===== src/rtl/core/tld_pkg.sv =====
// tld_pkg: shared types and constants for the terminal line discipline buffer.
// Holds the sequencer state, the action and register codes, and the result record.
// No dependencies.
`default_nettype none

package tld_pkg;

  localparam logic [7:0] NEWLINE_CHAR = 8'h0A;

  // Configuration register indexes
  localparam logic CFG_ECHO_ENABLE    = 1'b0;
  localparam logic CFG_CANONICAL_MODE = 1'b1;

  typedef enum logic {
    ACT_KEY  = 1'b0,
    ACT_READ = 1'b1
  } tld_action_t;

  typedef enum logic [2:0] {
    ST_IDLE,
    ST_XFER_RD,
    ST_XFER_WR,
    ST_RD_WAIT,
    ST_RESP
  } tld_state_t;

  typedef struct packed {
    logic       echo_valid;
    logic [7:0] echo_char;
    logic       read_valid;
    logic [7:0] read_char;
    logic       read_empty;
    logic       line_end;
    logic       char_dropped;
  } tld_result_t;

endpackage

`default_nettype wire


===== src/rtl/core/tld_ring.sv =====
// tld_ring: character store of one ring, one write port and one read port.
// Read data is registered and appears in the cycle after the read request.
// No package dependencies.
`default_nettype none

module tld_ring #(
  parameter int DEPTH = 256,
  parameter int AW    = 8
) (
  input  wire logic          clk,
  input  wire logic          wr_en,
  input  wire logic [AW-1:0] wr_addr,
  input  wire logic [7:0]    wr_data,
  input  wire logic          rd_en,
  input  wire logic [AW-1:0] rd_addr,
  output logic      [7:0]    rd_data
);

  logic [7:0] mem [DEPTH];
  logic [7:0] rd_data_r;

  always_ff @(posedge clk) begin
    if (wr_en) begin
      mem[wr_addr] <= wr_data;
    end
  end

  always_ff @(posedge clk) begin
    if (rd_en) begin
      rd_data_r <= mem[rd_addr];
    end
  end

  assign rd_data = rd_data_r;

endmodule

`default_nettype wire


===== src/rtl/core/tld_ctrl.sv =====
// tld_ctrl: sequencer for the line discipline buffer; owns the ring pointers,
// drives both ring ports and builds one result per transaction.
// Depends on tld_pkg.
`default_nettype none

module tld_ctrl #(
  parameter int DEPTH = 256,
  parameter int AW    = 8
) (
  input  wire logic                clk,
  input  wire logic                rst_n,
  input  wire logic                echo_enable,
  input  wire logic                canonical_mode,
  input  wire logic                in_valid,
  output logic                     in_stall,
  input  wire logic                in_action,
  input  wire logic [7:0]          in_char,
  output logic                     raw_we,
  output logic      [AW-1:0]       raw_waddr,
  output logic      [7:0]          raw_wdata,
  output logic                     raw_re,
  output logic      [AW-1:0]       raw_raddr,
  input  wire logic [7:0]          raw_rdata,
  output logic                     cooked_we,
  output logic      [AW-1:0]       cooked_waddr,
  output logic      [7:0]          cooked_wdata,
  output logic                     cooked_re,
  output logic      [AW-1:0]       cooked_raddr,
  input  wire logic [7:0]          cooked_rdata,
  output logic                     res_valid,
  input  wire logic                res_ready,
  output tld_pkg::tld_result_t     res
);

  import tld_pkg::*;

  localparam logic [AW-1:0] LAST_POS = AW'(DEPTH - 1);

  function automatic logic [AW-1:0] ring_next(input logic [AW-1:0] pos);
    ring_next = (pos == LAST_POS) ? '0 : pos + 1'b1;
  endfunction

  tld_state_t  state_r, state_nxt;
  logic [AW-1:0] raw_head_r, raw_head_nxt, raw_tail_r, raw_tail_nxt;
  logic [AW-1:0] cooked_head_r, cooked_head_nxt, cooked_tail_r, cooked_tail_nxt;
  tld_result_t res_r, res_nxt;
  logic        raw_empty, raw_full, cooked_empty, cooked_full;
  logic [7:0]  rd_char;

  assign raw_empty    = (raw_head_r == raw_tail_r);
  assign raw_full     = (ring_next(raw_head_r) == raw_tail_r);
  assign cooked_empty = (cooked_head_r == cooked_tail_r);
  assign cooked_full  = (ring_next(cooked_head_r) == cooked_tail_r);
  assign rd_char      = canonical_mode ? cooked_rdata : raw_rdata;

  always_ff @(posedge clk) begin
    if (!rst_n) begin
      state_r       <= ST_IDLE;
      raw_head_r    <= '0;
      raw_tail_r    <= '0;
      cooked_head_r <= '0;
      cooked_tail_r <= '0;
    end else begin
      state_r       <= state_nxt;
      raw_head_r    <= raw_head_nxt;
      raw_tail_r    <= raw_tail_nxt;
      cooked_head_r <= cooked_head_nxt;
      cooked_tail_r <= cooked_tail_nxt;
    end
  end

  always_ff @(posedge clk) begin
    res_r <= res_nxt;
  end

  always_comb begin
    state_nxt       = state_r;
    raw_head_nxt    = raw_head_r;
    raw_tail_nxt    = raw_tail_r;
    cooked_head_nxt = cooked_head_r;
    cooked_tail_nxt = cooked_tail_r;
    res_nxt         = res_r;
    in_stall        = (state_r != ST_IDLE);
    res_valid       = 1'b0;
    raw_we          = 1'b0;
    raw_waddr       = raw_head_r;
    raw_wdata       = in_char;
    raw_re          = 1'b0;
    raw_raddr       = raw_tail_r;
    cooked_we       = 1'b0;
    cooked_waddr    = cooked_head_r;
    cooked_wdata    = raw_rdata;
    cooked_re       = 1'b0;
    cooked_raddr    = cooked_tail_r;

    unique case (state_r)
      ST_IDLE: begin
        if (in_valid) begin
          res_nxt = '0;
          if (in_action == ACT_KEY) begin
            // Drop the character when the raw ring is full, still echo it if echo is on in canonical mode
            if (raw_full) begin
              res_nxt.char_dropped = 1'b1;
            end else begin
              raw_we       = 1'b1;
              raw_head_nxt = ring_next(raw_head_r);
            end
            if (echo_enable && canonical_mode) begin
              res_nxt.echo_valid = 1'b1;
              res_nxt.echo_char  = in_char;
            end
            state_nxt = (canonical_mode && in_char == NEWLINE_CHAR) ? ST_XFER_RD : ST_RESP;
          end else if (canonical_mode) begin
            if (cooked_empty) begin
              res_nxt.read_empty = 1'b1;
              state_nxt          = ST_RESP;
            end else begin
              cooked_re       = 1'b1;
              cooked_tail_nxt = ring_next(cooked_tail_r);
              state_nxt       = ST_RD_WAIT;
            end
          end else begin
            if (raw_empty) begin
              res_nxt.read_empty = 1'b1;
              state_nxt          = ST_RESP;
            end else begin
              raw_re       = 1'b1;
              raw_tail_nxt = ring_next(raw_tail_r);
              state_nxt    = ST_RD_WAIT;
            end
          end
        end
      end
      ST_XFER_RD: begin
        if (raw_empty || cooked_full) begin
          state_nxt = ST_RESP;
        end else begin
          raw_re       = 1'b1;
          raw_tail_nxt = ring_next(raw_tail_r);
          state_nxt    = ST_XFER_WR;
        end
      end
      ST_XFER_WR: begin
        cooked_we       = 1'b1;
        cooked_head_nxt = ring_next(cooked_head_r);
        state_nxt       = ST_XFER_RD;
      end
      ST_RD_WAIT: begin
        res_nxt.read_valid = 1'b1;
        res_nxt.read_char  = rd_char;
        if (canonical_mode) begin
          res_nxt.line_end = (rd_char == NEWLINE_CHAR);
        end else if (echo_enable) begin
          res_nxt.echo_valid = 1'b1;
          res_nxt.echo_char  = rd_char;
        end
        state_nxt = ST_RESP;
      end
      ST_RESP: begin
        res_valid = 1'b1;
        if (res_ready) begin
          state_nxt = ST_IDLE;
        end
      end
      default: state_nxt = ST_IDLE;
    endcase
  end

  assign res = res_r;

endmodule

`default_nettype wire


===== src/rtl/core/tty_line_discipline_buffer.sv =====
// tty_line_discipline_buffer: top level of the terminal input buffer.
// Holds the configuration registers, two ring stores, the sequencer and the
// result register. Depends on tld_pkg, tld_ring and tld_ctrl.
//
//   Input channel (in_valid / in_stall): in_action selects a key character
//   (in_char is stored in the raw ring unless full) or a read request (one character
//   is popped or empty flagged). Each gives one result on out_valid / out_stall.
//   Configuration: cfg_wr_en writes cfg_wdata into register cfg_index
//   (0 echo enable, 1 canonical mode); write only while the block is idle.
//   Flow: a plain key or an empty read goes from ST_IDLE via ST_RESP into the
//   result register, and the next input is taken back in ST_IDLE; a read that
//   pops adds one ring read (ST_RD_WAIT). A canonical newline moves characters
//   raw to cooked (ST_XFER_RD, ST_XFER_WR) until raw is empty or cooked full.
//   in_stall is high while a transaction is worked on; one item at a time.
//   Stall: hold the result while out_stall is high; the next input is still
//   accepted and waits in the sequencer until the result register frees up.
//   Reset (rst_n low, synchronous): clear all ring pointers, set echo and
//   canonical mode; ring contents are left as they are. No clearing pass.
`default_nettype none

module tty_line_discipline_buffer #(
  parameter int RING_DEPTH = 256
) (
  input  wire logic       clk,
  input  wire logic       rst_n,
  input  wire logic       cfg_wr_en,
  input  wire logic       cfg_index,
  input  wire logic       cfg_wdata,
  input  wire logic       in_valid,
  output logic            in_stall,
  input  wire logic       in_action,
  input  wire logic [7:0] in_char,
  output logic            out_valid,
  input  wire logic       out_stall,
  output logic            out_echo_valid,
  output logic      [7:0] out_echo_char,
  output logic            out_read_valid,
  output logic      [7:0] out_read_char,
  output logic            out_read_empty,
  output logic            out_line_end,
  output logic            out_char_dropped
);

  import tld_pkg::*;

  localparam int AW = $clog2(RING_DEPTH);

  logic          echo_enable_r, canonical_mode_r;
  logic          raw_we, raw_re, cooked_we, cooked_re;
  logic [AW-1:0] raw_waddr, raw_raddr, cooked_waddr, cooked_raddr;
  logic [7:0]    raw_wdata, raw_rdata, cooked_wdata, cooked_rdata;
  logic          res_valid, res_ready;
  tld_result_t   res;
  logic          out_valid_r;
  tld_result_t   out_res_r;

  // Configuration registers: take a write whenever enabled
  always_ff @(posedge clk) begin
    if (!rst_n) begin
      echo_enable_r    <= 1'b1;
      canonical_mode_r <= 1'b1;
    end else if (cfg_wr_en) begin
      unique case (cfg_index)
        CFG_ECHO_ENABLE:    echo_enable_r    <= cfg_wdata;
        CFG_CANONICAL_MODE: canonical_mode_r <= cfg_wdata;
        default:            ;
      endcase
    end
  end

  tld_ring #(.DEPTH(RING_DEPTH), .AW(AW)) u_raw_ring (
    .clk     (clk),
    .wr_en   (raw_we),
    .wr_addr (raw_waddr),
    .wr_data (raw_wdata),
    .rd_en   (raw_re),
    .rd_addr (raw_raddr),
    .rd_data (raw_rdata)
  );

  tld_ring #(.DEPTH(RING_DEPTH), .AW(AW)) u_cooked_ring (
    .clk     (clk),
    .wr_en   (cooked_we),
    .wr_addr (cooked_waddr),
    .wr_data (cooked_wdata),
    .rd_en   (cooked_re),
    .rd_addr (cooked_raddr),
    .rd_data (cooked_rdata)
  );

  tld_ctrl #(.DEPTH(RING_DEPTH), .AW(AW)) u_ctrl (
    .clk            (clk),
    .rst_n          (rst_n),
    .echo_enable    (echo_enable_r),
    .canonical_mode (canonical_mode_r),
    .in_valid       (in_valid),
    .in_stall       (in_stall),
    .in_action      (in_action),
    .in_char        (in_char),
    .raw_we         (raw_we),
    .raw_waddr      (raw_waddr),
    .raw_wdata      (raw_wdata),
    .raw_re         (raw_re),
    .raw_raddr      (raw_raddr),
    .raw_rdata      (raw_rdata),
    .cooked_we      (cooked_we),
    .cooked_waddr   (cooked_waddr),
    .cooked_wdata   (cooked_wdata),
    .cooked_re      (cooked_re),
    .cooked_raddr   (cooked_raddr),
    .cooked_rdata   (cooked_rdata),
    .res_valid      (res_valid),
    .res_ready      (res_ready),
    .res            (res)
  );

  // Result register: load when empty or when the current transaction leaves
  assign res_ready = !out_valid_r || !out_stall;

  always_ff @(posedge clk) begin
    if (!rst_n) begin
      out_valid_r <= 1'b0;
    end else if (res_ready) begin
      out_valid_r <= res_valid;
    end
  end

  // Hold the payload while stalled
  always_ff @(posedge clk) begin
    if (res_valid && res_ready) begin
      out_res_r <= res;
    end
  end

  assign out_valid        = out_valid_r;
  assign out_echo_valid   = out_res_r.echo_valid;
  assign out_echo_char    = out_res_r.echo_char;
  assign out_read_valid   = out_res_r.read_valid;
  assign out_read_char    = out_res_r.read_char;
  assign out_read_empty   = out_res_r.read_empty;
  assign out_line_end     = out_res_r.line_end;
  assign out_char_dropped = out_res_r.char_dropped;

endmodule

`default_nettype wire


===== config.mk =====
export PLATFORM = sky130hd
export DESIGN_NAME = tty_line_discipline_buffer
export DESIGN_NICKNAME = d
export VERILOG_FILES = /design/src/rtl/core/tld_pkg.sv /design/src/rtl/core/tld_ring.sv /design/src/rtl/core/tld_ctrl.sv /design/src/rtl/core/tty_line_discipline_buffer.sv
export SDC_FILE = /design/constraint.sdc
export NUM_CORES = 2
export LEC_CHECK = 0
export ABC_CLOCK_PERIOD_IN_PS = 8100
export BUFFER_PORTS_ARGS = -buffer_cell sky130_fd_sc_hd__buf_4
export CORE_UTILIZATION = 25
export CTS_CLUSTER_SIZE = 12
export DETAILED_ROUTE_END_ITERATION = 8
export SLEW_MARGIN = 20
export SYNTH_ARGS = -nofsm -noshare
export SYNTH_HDL_FRONTEND = slang
export SYNTH_SLANG_ARGS = --single-unit

===== constraint.sdc =====
create_clock -name clk -period 8.1 [get_ports clk]
set_input_delay 0.81 -clock clk [delete_from_list [all_inputs] [get_ports clk]]
set_output_delay 0.81 -clock clk [all_outputs]
set_load 0.02 [all_outputs]

==> impl_results.md <==
* Most frequent cells after synthesis: edfxtp_1, mux4_2, nor2_1
* Core area at 0.651 mm2
* Post-DP HPWL at 275,000 um
* Crit path DAT at 6.16 ns
* Clock skew at 0.0758 ns
* Vias in the first global route at 81,434
* Slew headroom at 0.136
* Worst setup EP type: register
* Ys async rst share at 0
* Hold path cells at 4
* Clk Latency, worst-skew pair at 1.02 ns
* WP data required at 8.68 ns
* Initial Utilization at 0.252
* Routed vias/inst at 4.89
* Crit path time final at 5.58 ns
* All-Layer GR Usage at 0.134
* Final WL at 460,000 um
* Worst slew pin tran at 1.30 ns
* CTS sink count at 4,192
* R2R depth at 9
* Final TNS setup at 0 ns
* Mapped Nets at 7,937
* Final setup fails at 0
* Drt pass-1 iters at 9
* Via Count at 82,671
* Placer Congestion at 0.870
* Top cell by count, worst path: nor2_1
* PD cells at 223 mW/mm2
* Critical Path, Cell by Cell: ha_1 -> nand3_1 -> nor2_1 -> a21oi_1 -> xor2_1 -> a2111o_1 -> nand4_2 -> buf_4 -> nor2_1
* Clock-pin slew on the worst setup and hold paths at 0.07 ns
* Met2 Use GR at 0.206
* DRC Markers at 0
* Largest net degree at the start of global routing at 210
* Top FF cell, synth: edfxtp_1
* First-pass GRT wire length at 643,000 um
* CTS resizes at 0
* DIE AREA at 0.659 mm2
* Synth top area share at 0.761
* ANT nets after route at 0
* Fmax at 0.179 GHz
* Fin. Hold Viols at 0
* IO Port Bufs at 38
* Unrepaired setup endpoints after global routing: false
* Max incr delay on CP at 1.01 ns
* Die height at 812 um
* Initial DRC count at 11,588
* HP Class: in2reg
* Synth Cell Area at 0.164 mm2
* Htree depth at 5
* Syn Inst Count at 7,911
* Yosys reg bits at 4,192
* FP Rows at 296
* M1 GR Usage at 0.187
* CTS Buf Count at 403
* Avg Inst Size Synth at 20.7 um2
* Largest fanout on the critical path at 22
* Longest Clk Path Bufs at 4
* Critical path launch point type: register
* Maxcap violations at 0
* Per-cell routed wire length at 27.2 um
* TritonCTS clock tree: yes
* Area delta synth->final at 13.5%
* EDFF count, synth at 4,154
* Met3 Track Usage GR at 0.0304
* CTS root buffer: clkbuf_16
* Grt ovf at 0
* Crit share post-route at 0.688
* Synth area leaders: edfxtp_1, mux4_2, mux2i_1, nor2_1, nand2_1
* Global routing's busiest layer: met2
* Share of post-route cells with drive strength above 1 at 0.215
* Seq/Total Area, Yosys at 0.766
* Slew Viols, Final at 0
* Synth unique cells at 82
* Hold_ws at 0.111 ns
* Num ports at 39
* Die Wd at 812 um
* Most frequent cell after synthesis: edfxtp_1
* Max VDD drop at 179 uV
* Initial antenna violation count at 22
* Critical-path top delay cell: nand4_2
* Cell accounting for the most synthesized area: edfxtp_1
* Outcome: complete, no violations
* Lkg Pwr at 0.0535 uW
* Core Util, Final at 0.286
* Setup CP Type: reg2reg
* Yosys Warn Count at 0
* Nets at 8,087
==> final timing paths <==
kind                                     startpoint              endpoint  slack, ns
worst max-delay path            u_ctrl.raw_waddr[0]  u_raw_ring.mem[4][5]       2.52
worst min-delay path                      cfg_index      canonical_mode_r       0.11
worst max register to register  u_ctrl.raw_waddr[0]  u_raw_ring.mem[4][5]       2.52
worst min register to register       u_ctrl.res[13]      out_echo_char[1]       0.42
==> layer usage <==
metal,share of wire,vias to the layer above
met5,0.00057,-
met4,0.037,16
met3,0.095,808
met2,0.45,4654
met1,0.41,44137
li1,-,33056
==> registers in the layout, indices dropped and copies added (netlist names) <==
signal / count
out_read_empty: 1
canonical_mode_r: 1
out_char_dropped: 1
u_raw_ring.mem: 2048
u_ctrl.cooked_raddr: 8
u_ctrl.cooked_waddr: 8
out_echo_valid: 1
u_raw_ring.rd_data: 8
u_cooked_ring.rd_data: 8
out_line_end: 1
out_read_char: 8
out_valid: 1
u_ctrl.raw_waddr: 8
u_ctrl.state_r: 3
u_ctrl.raw_raddr: 8
out_echo_char: 8
u_ctrl.res: 21
u_cooked_ring.mem: 2048
echo_enable_r: 1
out_read_valid: 1
==> metrics by stage <==
stage / power [uW] / setup slack [ns] / cell area [um2] / instances
after floorplan: 24300 / 3.96 / 164000 / 7911
after global placement: 24600 / 2.75 / 174000 / 16291
after detailed placement: 24700 / 2.71 / 174000 / 16292
after CTS: 41800 / 2.67 / 186000 / 16887
after global routing: 42500 / 2.40 / 186000 / 16890
final: 41500 / 2.52 / 186000 / 16907
==> worst max-delay path: cells and delay by family (launching register included) <==
family,cells,cell delay (ns)
compound gates,2,0.94
xor+xnor,1,0.25
buf+inv,1,0.58
fa+ha+maj,1,0.59
simple gates,4,2.20
flops,1,0.56
==> placed cells by master (no fill, tap or decap), types with 80 or more instances in the layout <==
master and instances:
a22oi_1 81, mux4_2 970, clkbuf_16 408, mux2i_1 277, o22ai_1 86, o21ai_0 86, clkbuf_1 112, buf_4 194
edfxtp_1 4154, a21oi_1 124, nand2_1 213, nand3_1 80, nor2_1 618
==> where the power goes <==
part	internal (uW)	switching (uW)	leakage [uW]
Sequential	23700	22.5	0.0377
Clock	9350	7990	0.00557
Combinational	99.1	372	0.0103
==> cells by family after synthesis <==
kind of cell	share of synthesized area
xor gates and xnor gates	0.00171
adders and majority gates	0.000764
DFF	0.766
AOI/OAI and AO/OA	0.0293
buffers and inverters	0.0165
muxes	0.153
and+or+nand+nor	0.0323
==> what timing repair did <==
item                                   4_1_cts  5_1_grt
endpoints found under the hold margin        2        0
setup buffers                                0        0
hold buffers                                 3        0
==> layout make-up <==
cell class                      count  area [um2]
Tap cell                         8642       10800
Inverter                           25        98.8
Sequential cell                  4192      126000
Timing Repair Buffer              233        2140
Multi-Input combinational cell   3206       35900
Clock inverter                     65         766
Fill cell                       63420      465000
Antenna cell                       17        42.5
Clock buffer                      527       10700
(Power assumes the default switching activity.)
